$ cat config.mk
export PLATFORM = sky130hd
export DESIGN_NAME = arp_cache_table_top_flat
export DESIGN_NICKNAME = d
export VERILOG_FILES = /design/src/rtl/arpc_pkg.sv /design/src/rtl/arpc_ifs.sv /design/src/rtl/arpc_dp.sv /design/src/rtl/arpc_ctrl.sv /design/src/rtl/arp_cache_table_top.sv /design/src/flat_wrapper.sv
export SDC_FILE = /design/constraint.sdc
export NUM_CORES = 1
export LEC_CHECK = 0
export BUFFER_PORTS_ARGS = -buffer_cell sky130_fd_sc_hd__clkbuf_2
export CORE_MARGIN = 2
export CORE_UTILIZATION = 52
export CTS_CLUSTER_DIAMETER = 80
export DETAILED_ROUTE_END_ITERATION = 10
export GPL_TIMING_DRIVEN = 0
export PLACE_DENSITY = 0.75
export REMOVE_ABC_BUFFERS = 1
export SLEW_MARGIN = 5
export SYNTH_ARGS = -nofsm -noshare
export SYNTH_HDL_FRONTEND = slang
export SYNTH_SLANG_ARGS = --single-unit
$ cat constraint.sdc
create_clock -name clk -period 10.1 [get_ports clk]
set_clock_uncertainty 0.15 [all_clocks]
set_input_delay 1.515 -clock clk [delete_from_list [all_inputs] [get_ports clk]]
set_output_delay 1.515 -clock clk [all_outputs]
set_load 0.01 [all_outputs]
$ cat src/rtl/arpc_pkg.sv
// Shared constants, codes and control types for the ARP cache table.
package arpc_pkg;

	localparam int TABLE_ENTRIES = 8;
	localparam int IDX_W         = (TABLE_ENTRIES > 1) ? $clog2(TABLE_ENTRIES) : 1;

	localparam int OP_W    = 2;
	localparam int IP_W    = 32;
	localparam int MAC_W   = 48;
	localparam int TTL_W   = 8;
	localparam int STAT_W  = 3;
	localparam int EIDX_W  = 3;

	localparam logic [OP_W-1:0] OP_LEARN  = 2'd0;
	localparam logic [OP_W-1:0] OP_LOOKUP = 2'd1;
	localparam logic [OP_W-1:0] OP_TICK   = 2'd2;

	localparam logic [STAT_W-1:0] ST_REFRESHED = 3'd0;
	localparam logic [STAT_W-1:0] ST_INSERTED  = 3'd1;
	localparam logic [STAT_W-1:0] ST_FULL      = 3'd2;
	localparam logic [STAT_W-1:0] ST_HIT       = 3'd3;
	localparam logic [STAT_W-1:0] ST_MISS      = 3'd4;
	localparam logic [STAT_W-1:0] ST_TICK_DONE = 3'd5;

	localparam logic [TTL_W-1:0] TTL_RELOAD_RST = 8'd8;
	localparam logic [MAC_W-1:0] MAC_BROADCAST  = {MAC_W{1'b1}};

	typedef struct packed {
		logic cap;
		logic exec;
	} arpc_cmd_t;

	typedef struct packed {
		logic has_result;
	} arpc_stat_t;

endpackage

$ cat src/rtl/arpc_ifs.sv
// Handshake channel interfaces for requests, responses and configuration.
interface arpc_req_if;
	import arpc_pkg::*;
	logic             valid;
	logic             ready;
	logic [OP_W-1:0]  op;
	logic [IP_W-1:0]  ip_addr;
	logic [IP_W-1:0]  next_hop_ip;
	logic [MAC_W-1:0] mac_addr;
	modport source (output valid, op, ip_addr, next_hop_ip, mac_addr, input ready);
	modport sink (input valid, op, ip_addr, next_hop_ip, mac_addr, output ready);
endinterface

interface arpc_rsp_if;
	import arpc_pkg::*;
	logic              valid;
	logic              ready;
	logic [STAT_W-1:0] status;
	logic [MAC_W-1:0]  dest_mac;
	logic [EIDX_W-1:0] entry_index;
	modport source (output valid, status, dest_mac, entry_index, input ready);
	modport sink (input valid, status, dest_mac, entry_index, output ready);
endinterface

interface arpc_cfg_if;
	import arpc_pkg::*;
	logic             valid;
	logic             ready;
	logic [TTL_W-1:0] ttl_reload;
	modport source (output valid, ttl_reload, input ready);
	modport sink (input valid, ttl_reload, output ready);
endinterface

$ cat src/rtl/arpc_dp.sv
// Datapath: entry table, parallel match, free-slot search and result register.
module arpc_dp (
	input  logic                             clk,
	input  logic                             arst_n,
	input  arpc_pkg::arpc_cmd_t              cmd,
	output arpc_pkg::arpc_stat_t             stat,
	input  logic                             cfg_we,
	input  logic [arpc_pkg::TTL_W-1:0]       cfg_ttl,
	input  logic [arpc_pkg::OP_W-1:0]        in_op,
	input  logic [arpc_pkg::IP_W-1:0]        in_ip,
	input  logic [arpc_pkg::IP_W-1:0]        in_next_hop,
	input  logic [arpc_pkg::MAC_W-1:0]       in_mac,
	output logic [arpc_pkg::STAT_W-1:0]      out_status,
	output logic [arpc_pkg::MAC_W-1:0]       out_mac,
	output logic [arpc_pkg::EIDX_W-1:0]      out_index
);
	import arpc_pkg::*;

	logic [IP_W-1:0]   ip_q  [TABLE_ENTRIES];
	logic [MAC_W-1:0]  mac_q [TABLE_ENTRIES];
	logic [TTL_W-1:0]  ttl_q [TABLE_ENTRIES];
	logic [TTL_W-1:0]  ttl_reload_q;

	logic [OP_W-1:0]   op_s1;
	logic [IP_W-1:0]   key_s1;
	logic [MAC_W-1:0]  mac_s1;

	logic [STAT_W-1:0] status_q;
	logic [MAC_W-1:0]  dest_mac_q;
	logic [EIDX_W-1:0] index_q;

	logic              hit;
	logic [IDX_W-1:0]  hit_idx;
	logic              any_free;
	logic [IDX_W-1:0]  free_idx;

	always_comb begin
		hit      = 1'b0;
		hit_idx  = '0;
		any_free = 1'b0;
		free_idx = '0;
		for (int k = 0; k < TABLE_ENTRIES; k++) begin
			if (!hit && ip_q[k] == key_s1) begin
				hit     = 1'b1;
				hit_idx = IDX_W'(k);
			end
			if (!any_free && ttl_q[k] == '0) begin
				any_free = 1'b1;
				free_idx = IDX_W'(k);
			end
		end
	end

	assign stat.has_result = (op_s1 == OP_LEARN) || (op_s1 == OP_LOOKUP) || (op_s1 == OP_TICK);

	always_ff @(posedge clk or negedge arst_n) begin
		if (!arst_n) begin
			ttl_reload_q <= TTL_RELOAD_RST;
		end else if (cfg_we) begin
			ttl_reload_q <= cfg_ttl;
		end
	end

	always_ff @(posedge clk) begin
		if (cmd.cap) begin
			op_s1  <= in_op;
			key_s1 <= (in_op == OP_LOOKUP && in_next_hop != '0) ? in_next_hop : in_ip;
			mac_s1 <= in_mac;
		end
	end

	always_ff @(posedge clk or negedge arst_n) begin
		if (!arst_n) begin
			for (int k = 0; k < TABLE_ENTRIES; k++) begin
				ip_q[k]  <= '0;
				mac_q[k] <= '0;
				ttl_q[k] <= '0;
			end
		end else if (cmd.exec) begin
			unique case (op_s1)
				OP_LEARN: begin
					if (hit) begin
						mac_q[hit_idx] <= mac_s1;
						ttl_q[hit_idx] <= ttl_reload_q;
					end else if (any_free) begin
						ip_q[free_idx]  <= key_s1;
						mac_q[free_idx] <= mac_s1;
						ttl_q[free_idx] <= ttl_reload_q;
					end
				end
				OP_TICK: begin
					for (int k = 0; k < TABLE_ENTRIES; k++) begin
						if (ttl_q[k] != '0) begin
							ttl_q[k] <= ttl_q[k] - TTL_W'(1);
						end
					end
				end
				default: begin
				end
			endcase
		end
	end

	always_ff @(posedge clk) begin
		if (cmd.exec) begin
			unique case (op_s1)
				OP_LEARN: begin
					dest_mac_q <= '0;
					if (hit) begin
						status_q <= ST_REFRESHED;
						index_q  <= EIDX_W'(hit_idx);
					end else if (any_free) begin
						status_q <= ST_INSERTED;
						index_q  <= EIDX_W'(free_idx);
					end else begin
						status_q <= ST_FULL;
						index_q  <= '0;
					end
				end
				OP_LOOKUP: begin
					if (hit) begin
						status_q   <= ST_HIT;
						dest_mac_q <= mac_q[hit_idx];
						index_q    <= EIDX_W'(hit_idx);
					end else begin
						status_q   <= ST_MISS;
						dest_mac_q <= MAC_BROADCAST;
						index_q    <= '0;
					end
				end
				OP_TICK: begin
					status_q   <= ST_TICK_DONE;
					dest_mac_q <= '0;
					index_q    <= '0;
				end
				default: begin
				end
			endcase
		end
	end

	assign out_status = status_q;
	assign out_mac    = dest_mac_q;
	assign out_index  = index_q;

endmodule

$ cat src/rtl/arpc_ctrl.sv
// Controller: sequences capture and execute, owns the response valid flag.
module arpc_ctrl (
	input  logic                 clk,
	input  logic                 arst_n,
	input  logic                 in_valid,
	output logic                 in_ready,
	output logic                 out_valid,
	input  logic                 out_ready,
	output arpc_pkg::arpc_cmd_t  cmd,
	input  arpc_pkg::arpc_stat_t stat
);
	import arpc_pkg::*;

	typedef enum logic {
		S_IDLE,
		S_EXEC
	} state_t;

	state_t state_q;
	logic   out_valid_q;

	assign in_ready  = (state_q == S_IDLE);
	assign out_valid = out_valid_q;
	assign cmd.cap   = in_valid && in_ready;
	assign cmd.exec  = (state_q == S_EXEC) && (!out_valid_q || out_ready);

	always_ff @(posedge clk or negedge arst_n) begin
		if (!arst_n) begin
			state_q     <= S_IDLE;
			out_valid_q <= 1'b0;
		end else begin
			unique case (state_q)
				S_IDLE: begin
					if (out_ready) begin
						out_valid_q <= 1'b0;
					end
					if (cmd.cap) begin
						state_q <= S_EXEC;
					end
				end
				S_EXEC: begin
					if (cmd.exec) begin
						out_valid_q <= stat.has_result;
						state_q     <= S_IDLE;
					end
				end
				default: begin
					state_q <= S_IDLE;
				end
			endcase
		end
	end

endmodule

$ cat src/rtl/arp_cache_table_top.sv
// Top level of the ARP cache table: controller, datapath and channel hookup.
//
//   channel | role   | payload
//   --------+--------+-----------------------------------------------
//   req     | sink   | op, ip_addr, next_hop_ip, mac_addr
//   rsp     | source | status, dest_mac, entry_index
//   cfg     | sink   | ttl_reload (always ready)
//
// Capture registers each request and selects the key; execute compares all slots
// in parallel and updates the table and result register.
// A result waits in its register while the next request is taken in.
// Reset clears every slot to IP 0, MAC 0, TTL 0 and loads ttl_reload with 8.
// A held result stalls only the execute step of the following item.
module arp_cache_table_top (
	input  logic        clk,
	input  logic        arst_n,
	arpc_req_if.sink    req,
	arpc_rsp_if.source  rsp,
	arpc_cfg_if.sink    cfg
);
	import arpc_pkg::*;

	arpc_cmd_t  cmd;
	arpc_stat_t stat;

	assign cfg.ready = 1'b1;

	arpc_ctrl u_ctrl (
		.clk       (clk),
		.arst_n    (arst_n),
		.in_valid  (req.valid),
		.in_ready  (req.ready),
		.out_valid (rsp.valid),
		.out_ready (rsp.ready),
		.cmd       (cmd),
		.stat      (stat)
	);

	arpc_dp u_dp (
		.clk         (clk),
		.arst_n      (arst_n),
		.cmd         (cmd),
		.stat        (stat),
		.cfg_we      (cfg.valid && cfg.ready),
		.cfg_ttl     (cfg.ttl_reload),
		.in_op       (req.op),
		.in_ip       (req.ip_addr),
		.in_next_hop (req.next_hop_ip),
		.in_mac      (req.mac_addr),
		.out_status  (rsp.status),
		.out_mac     (rsp.dest_mac),
		.out_index   (rsp.entry_index)
	);

endmodule
$ cat src/flat_wrapper.sv
// flat-port wrapper written by rule: the top's interface ports become plain ports
module arp_cache_table_top_flat import arpc_pkg::*;
  (clk, arst_n, req_valid, req_op, req_ip_addr, req_next_hop_ip, req_mac_addr, req_ready, rsp_valid, rsp_status, rsp_dest_mac, rsp_entry_index, rsp_ready, cfg_valid, cfg_ttl_reload, cfg_ready);
  arpc_req_if req_i ();
  arpc_rsp_if rsp_i ();
  arpc_cfg_if cfg_i ();
  input  logic clk;
  input  logic arst_n;
  input wire logic [$bits(req_i.valid)-1:0] req_valid;
  input wire logic [$bits(req_i.op)-1:0] req_op;
  input wire logic [$bits(req_i.ip_addr)-1:0] req_ip_addr;
  input wire logic [$bits(req_i.next_hop_ip)-1:0] req_next_hop_ip;
  input wire logic [$bits(req_i.mac_addr)-1:0] req_mac_addr;
  output wire logic [$bits(req_i.ready)-1:0] req_ready;
  output wire logic [$bits(rsp_i.valid)-1:0] rsp_valid;
  output wire logic [$bits(rsp_i.status)-1:0] rsp_status;
  output wire logic [$bits(rsp_i.dest_mac)-1:0] rsp_dest_mac;
  output wire logic [$bits(rsp_i.entry_index)-1:0] rsp_entry_index;
  input wire logic [$bits(rsp_i.ready)-1:0] rsp_ready;
  input wire logic [$bits(cfg_i.valid)-1:0] cfg_valid;
  input wire logic [$bits(cfg_i.ttl_reload)-1:0] cfg_ttl_reload;
  output wire logic [$bits(cfg_i.ready)-1:0] cfg_ready;
  assign req_i.valid = req_valid;
  assign req_i.op = req_op;
  assign req_i.ip_addr = req_ip_addr;
  assign req_i.next_hop_ip = req_next_hop_ip;
  assign req_i.mac_addr = req_mac_addr;
  assign req_ready = req_i.ready;
  assign rsp_valid = rsp_i.valid;
  assign rsp_status = rsp_i.status;
  assign rsp_dest_mac = rsp_i.dest_mac;
  assign rsp_entry_index = rsp_i.entry_index;
  assign rsp_i.ready = rsp_ready;
  assign cfg_i.valid = cfg_valid;
  assign cfg_i.ttl_reload = cfg_ttl_reload;
  assign cfg_ready = cfg_i.ready;
  arp_cache_table_top u_core (.clk(clk), .arst_n(arst_n), .req(req_i), .rsp(rsp_i), .cfg(cfg_i));
endmodule
# == Word-level counts from Yosys, hierarchy flattened ==
# Index checks and enable logic that the tools add are counted.
# W data, S select, Z words.
# totals
ff_bits,850
input_bits,127
output_inout_bits,57
elab_cells,222
# op_classes
add_sub_neg,8
n_lt_le_gt_ge,4
n_eq_ne,22
muxes,78
bitwise,4
n_reduce_logical,73
# ops
cell,n
$bwmux W384,2
$mux W384,2
$demux W48 S3,2
$bwmux W256,1
$eq A32 B32 Y1,8
$mux W48,5
$bmux W48 S3,1
$bwmux W64,2
$mux W64,2
$pmux W64 S2,1
$demux W32 S3,1
$pmux W48 S2,1
$mux W8,10
$logic_not A8 Y1,8
$mux W32,2
$reduce_bool A8 Y1,8
$sub A8 B1 Y8 const B,8
$demux W8 S3,2
$mux W3,15
$reduce_and A4 Y1,9
$reduce_bool A32 Y1,1
$mux W1,22
$logic_and A1 B1 Y1,19
$ne A2 B1 Y1 const B,9
other kinds (19),48

# == Longest topological paths before layout ==
# depth
depth_word,32
ltp_mapped,14
ltp_nobuf,11

# == Hierarchy ==
# From an unflattened synthesis, not the netlist that was laid out.
# unflattened
hier_cells,2938
area_unflattened_um2,39351.5
# modules_own_cells
mod,instances,cells_per_inst,area_each_um2
arpc_dp,1,2928,39251.4
arpc_ctrl,1,8,88.8
arp_cache_table_top,1,2,11.3

# == Worst setup path after synthesis ==
# No wires, ideal clock.
# synth_timing
path_type,input port to flip-flop
from,input req_valid
to,register u_core.u_dp.key_s1[0] (enable)
setup_ns,0.534
arrival_ns,5.120
slack_ns,4.296
cell_stages,1
cell_sequence,nor2b_1
# synth_between
elab_chain_cells,1
# synth_rtl
element,line_no,source
from (decl),flat_wrapper.sv:9,input wire logic [$bits(req_i.valid)-1:0] req_valid;
$logic_and A1 B1 Y1,arpc_ctrl.sv:24,assign cmd.cap = in_valid && in_ready;
to (signal assigned),arpc_dp.sv:67,key_s1 <= (in_op == OP_LOOKUP && in_next_hop != '0) ? in_next_hop : in_ip;
to (decl),arpc_dp.sv:25,logic [IP_W-1:0] key_s1;
# Every way passes these cells.
# A chain may end at the register's enable or synchronous reset.

# == Worst setup path in the final report ==
# layout_timing
from,register u_core.u_dp.key_s1[8]
to,register u_core.u_dp.mac_q[216] (netlist name)
# layout_between
elab_chain_cells,30
word_cells_on_any_way,47
# layout_rtl
element,line_no,source
$eq A32 B32 Y1,arpc_dp.sv:43,if (!hit && ip_q[k] == key_s1) begin
$mux W1,arpc_dp.sv:43,
$logic_not A1 Y1,arpc_dp.sv:43,
$logic_and A1 B1 Y1,arpc_dp.sv:43,
$mux W1,arpc_dp.sv:43,
$logic_not A1 Y1,arpc_dp.sv:43,
$logic_and A1 B1 Y1,arpc_dp.sv:43,
$mux W1,arpc_dp.sv:43,
[14 not listed],-,
$mux W3,arpc_dp.sv:43,
$not A3 Y4 (not written as such),arpc_dp.sv:83,mac_q[hit_idx] <= mac_s1;
$ge A4 B4 Y1 (not written as such) or $lt A4 B1 Y1 (tied branches),arpc_dp.sv:83,
$logic_and A1 B1 Y1 (not written as such),arpc_dp.sv:83,
$mux W48 (not written as such),arpc_dp.sv:83,
$demux W48 S3,arpc_dp.sv:83,
$bwmux W384,arpc_dp.sv:83,
$mux W384,arpc_dp.sv:82,if (hit) begin
"to (signal, indexed assignment)",arpc_dp.sv:83,
"to (signal, indexed assignment)",arpc_dp.sv:87,mac_q[free_idx] <= mac_s1;
to (decl),arpc_dp.sv:20,logic [MAC_W-1:0] mac_q [TABLE_ENTRIES];
# Several ways; a longest one is shown, not always the timed one.

==> results <==
- The number of clock sinks is 850.
- Grouping stages by cell kind, the critical path spends the most delay in simple AND/OR/NAND/NOR gates.
- The arithmetic-cell share of the synthesized area counting full adders, half adders and majority gates is 0.00470.
- Routability-driven placement finished with a final weighted congestion of 0.890.
- The initialized floorplan defines 101 standard-cell rows.
- The count of different cell masters after synthesis is 81.
- The area overhead of the layout relative to synthesis is 13.1%.
- STA classifies the critical path startpoint as a flip-flop.
- In the routed design, unresolved DRC markers number 0.
- The relative max-transition margin is 0.144.
- The number of standard cells after synthesis is 3,136.
- The area fraction in compound gates after synthesis is 0.0716.
- The maximum fanout count along the critical path is 37.
- At the worst endpoint, the required time is 10.47 ns.
- The async set-reset flop share out of synthesis is 0.840.
- The vias after detailed routing is 26,392.
- Entering global routing, the biggest net connects 109 pins.
- The most frequently used cell type in the post-synthesis netlist is dfrtp_1.
- The sequential fraction of the synthesis area is 0.549.
- The path with the worst hold slack has its endpoint at u_core.u_dp.mac_q[275]$_DFFE_PN0P_.
- During I/O placement, the number of pins put on the boundary was 184.
- The number of buffers added to fix hold violations after cts is 0.
- The number of antenna violations at the first check in global routing is 3.
- The global-route wire length before repair is 153,000 um.
- The cell with the largest stage delay on the worst path is a22oi_1.
- Summing all multi-input logic gate instances after layout gives 0.0169 mm^2.
- After synthesis, the cell types taking the most area are dfrtp_1, mux2_2, edfxtp_1, xor2_1, xnor2_1.
- The clock reaches the later pin of the worst-skew pair after 0.65 ns.
- Counting both buffers and inverters, the worst setup path holds a total of 1.
- The wire-length estimate of the detail-placed layout is 59,700 um.
- The critical path goes through xnor2_1, nand4_1, nor4_1, nand4_1, nand2_2, nor2_4, a22oi_1, nand2b_4, buf_16, mux2_2.
- The final critical-path share of the clock period is 0.677.
- Timing analysis after detailed placement gives a worst setup slack of 3.57 ns.
- In the post-route analysis, the smallest setup slack over all paths is 3.26 ns.
- Setup slack on the worst reg-to-reg path comes out at 3.26 ns.
- The worst min-delay path category is reg -> reg.
- For this run the aggregate overflow at the end of global routing stands at 0.
- The dominant synthesized flop cell is dfrtp_1.
- The CTS root buffer is clkbuf_16.
- During synthesis, Yosys emitted a total of 0 warnings.
- Of the post-synthesis cell area, the dominant cell type holds 0.446.
- The initial utilization of the core area, before any placement, comes to 0.525.
- Counting the buffers created by CTS gives 89.
- The capturing point of the worst reg2reg path is u_core.u_dp.mac_q[216]$_DFFE_PN0P_.
- Of the total synthesized cell area, the portion taken by AND, OR, NAND and NOR gates is 0.0805.
- For this run, the slowest stage of the critical path takes 1.10 ns.
- In this run, post-CTS repair resized a total of 0 instances.
- The count of buffers from port buffering is 182.
- The number of DRC violations after detailed-routing iteration 0 is 2,083.
- The total setup buffers inserted after CTS is 0.
- Sorting the synthesized cells by how often they occur yields dfrtp_1, mux2_2, nand2_1, edfxtp_1, xor2_1.
- By startpoint and endpoint, the worst setup path is classified as reg -> reg.
- The wire length after detailed routing is 97,000 um.
- Dividing the detail-routed via count by the number of cells gives 6.11.
- The total area inside the core boundary comes to 0.0761 mm^2.
- The number of synthesized register bits is 850.
- The x dimension of the die is 281 um.
- The mean instance size in the synthesized netlist is 12.7 um^2.
- Data on the critical path arrives at its endpoint at 7.21 ns.
- The final design instance area without fill is 0.0452 mm^2.
- The total iterations of the first detailed-routing run is 5.
- The source of the critical timing path is u_core.u_dp.key_s1[8]$_DFFE_PP_.
- The smallest clock period supported by the final layout is computed as 6.84 ns.
- The area after detailed placement is 0.0423 mm^2.
- CTS built an H-tree with a depth of 3.
- The count of antenna-violating nets left after detailed routing is 0.
- By area, the combinational part of the netlist is dominated by multiplexers.
- The xor and xnor area share after synthesis is 0.0561.
- The die covers 0.0791 mm^2.
- The analysis attributes to cell leakage a power of 20.9 nW.
- The count of fill cells added during filler insertion is 5,931.
- After clock tree synthesis, the clock-pin slew on the worst setup and hold paths is 0.06 ns.
- The launch instance of the worst min-delay path is u_core.u_dp.mac_q[275]$_DFFE_PN0P_.
- The number of stages on the worst hold path is 1.
- The number of slew-limit violations in the final report is 0.
- The number of setup violations in the final report is 0.
- The via count of the first global-routing pass is 26,849.
- The startpoint identified for the worst register-to-register timing path is u_core.u_dp.key_s1[8]$_DFFE_PP_.
- In the final layout, the share of cells above drive strength 1 is 0.327.
- Measured against the total synthesized area, the mux share comes to 0.205.
- The deepest clock path buffer count is 3.
- The largest total area in the synthesized netlist belongs to dfrtp_1.
- The worst setup path is captured at a flip-flop.
- The tool flagged a number of max-cap violations equal to 0.
- The chip height is 281 um.
- The power per cell area is 215 mW/mm^2.
- In the global route stage, overall resource usage came out at 0.249.
- For the pin with the worst max-slew slack, the measured transition is 1.27 ns.
- The synthesized design contains 136 enable-type register cells.
- In the final design database the tool counted 3,356 nets.
- Counting cells, the worst reg-to-reg path comes to 10.
- Timing would allow up to 146 MHz.
- The sequential cells in the finished layout cover a total of 0.0220 mm^2.
- The most repeated library cell on the critical path is nand4_1.
- In this run the cell area of the synthesized design comes to 0.0400 mm^2.
- The TritonCTS clock tree is done.
- The worst IR drop on VDD is 0.000155 V.
- The flow ran to the end, and the final reports show no timing, DRC or antenna violations.
- The mean routed wirelength per cell is 22.5 um.
- Setup repair after global routing left no endpoint under its margin.
- The number of hold violations in the final report is 0.
-- worst reg2reg max path: stages, from the launching register on --
cell and delay, ns:
edfxtp_1 1.00, xnor2_1 0.21, nand4_1 0.14, nor4_1 0.97
nand4_1 0.50, nand2_2 0.96, nor2_4 0.43, a22oi_1 1.10
nand2b_4 0.53, buf_16 0.30, mux2_2 0.42
-- cells by family after synthesis --
group                      Yosys count
muxes                              726
and+or+nand+nor                    603
xor gates and xnor gates           256
DFF                                850
other                                1
AOI/OAI and AO/OA                  401
buffers and inverters              284
adders and majority gates           15
-- area by class of cell --
type / instances / share of cell area
Multi-Input combinational cell: 2002 / 0.374
Timing Repair Buffer: 231 / 0.0444
Inverter: 40 / 0.00332
Antenna cell: 2 / 0.000111
Clock inverter: 34 / 0.00775
Tap cell: 1030 / 0.0285
Sequential cell: 850 / 0.486
Clock buffer: 127 / 0.0564
-- power by group --
part           leakage, nW  internal [mW]  switching, mW
Combinational         8.58          0.930          0.833
Clock                 1.43           1.87           1.37
Sequential            10.9           4.19          0.527
-- cell usage in the layout (no fill, tap or decap), types with 19 or more instances in the layout --
cell type  count
a21o_1        23
a21oi_1       59
a221oi_1      48
a22oi_1       28
a31oi_1       41
and3_1        29
buf_12        23
buf_16        19
clkbuf_1      21
clkbuf_16     90
clkbuf_2     181
dfrtp_1      713
edfxtp_1     136
inv_1         39
mux2_1        23
mux2_2       635
mux2_4        20
mux2i_1       48
nand2_1      132
nand3_1      119
nand4_1       70
nor2_1        65
nor3_1        24
nor4_1        69
o21a_1        22
o21ai_0       53
o22ai_1       24
xnor2_1      120
xor2_1       136
-- how the worst max path moves through the flow --
stage | end | slack [ns] | cells after the start
after detailed placement | u_core.u_dp.mac_q[206]$_DFFE_PN0P_ | 3.57 | 10
after CTS | u_core.u_dp.mac_q[216]$_DFFE_PN0P_ | 3.50 | 10
after global routing | u_core.u_dp.mac_q[216]$_DFFE_PN0P_ | 3.16 | 10
after floorplan | u_core.u_dp.ttl_q[58]$_DFFE_PN0P_ | 4.19 | 7
after global placement | u_core.u_dp.mac_q[128]$_DFFE_PN0P_ | -9.87 | 1
final | u_core.u_dp.mac_q[216]$_DFFE_PN0P_ | 3.26 | 10
-- through the flow --
step                      setup TNS [ns]  cells  hold slack (ns)  utilization  total power [mW]
after floorplan                        0   2892            0.306            -              5.91
after global placement          -7030.30   4104            0.316        0.539              6.39
after detailed placement               0   4153            0.323        0.556              6.50
after CTS                              0   4314            0.337        0.594              9.75
after global routing                   0   4316            0.352        0.594              10.2
final                                  0   4316            0.334        0.594              9.71
-- per-layer routing --
metal | GRT usage | vias to the layer above | part of all wire
met1 | 0.348 | 13624 | 0.44
met2 | 0.399 | 891 | 0.47
li1 | - | 11686 | -
met4 | 0.0837 | 0 | 0.027
met3 | 0.0372 | 191 | 0.060
met5 | 0 | - | 0
-- state kept, by name, summed over array words and instances, names as in the netlist --
name	cells
u_core.u_ctrl.out_valid	1
u_core.u_ctrl.state_q	1
u_core.u_dp.ip_q	256
u_core.u_dp.key_s1	32
u_core.u_dp.mac_q	384
u_core.u_dp.mac_s1	48
u_core.u_dp.op_s1	2
u_core.u_dp.out_index	3
u_core.u_dp.out_mac	48
u_core.u_dp.out_status	3
u_core.u_dp.ttl_q	64
u_core.u_dp.ttl_reload_q	8
Power figures use the tool's default switching activity.
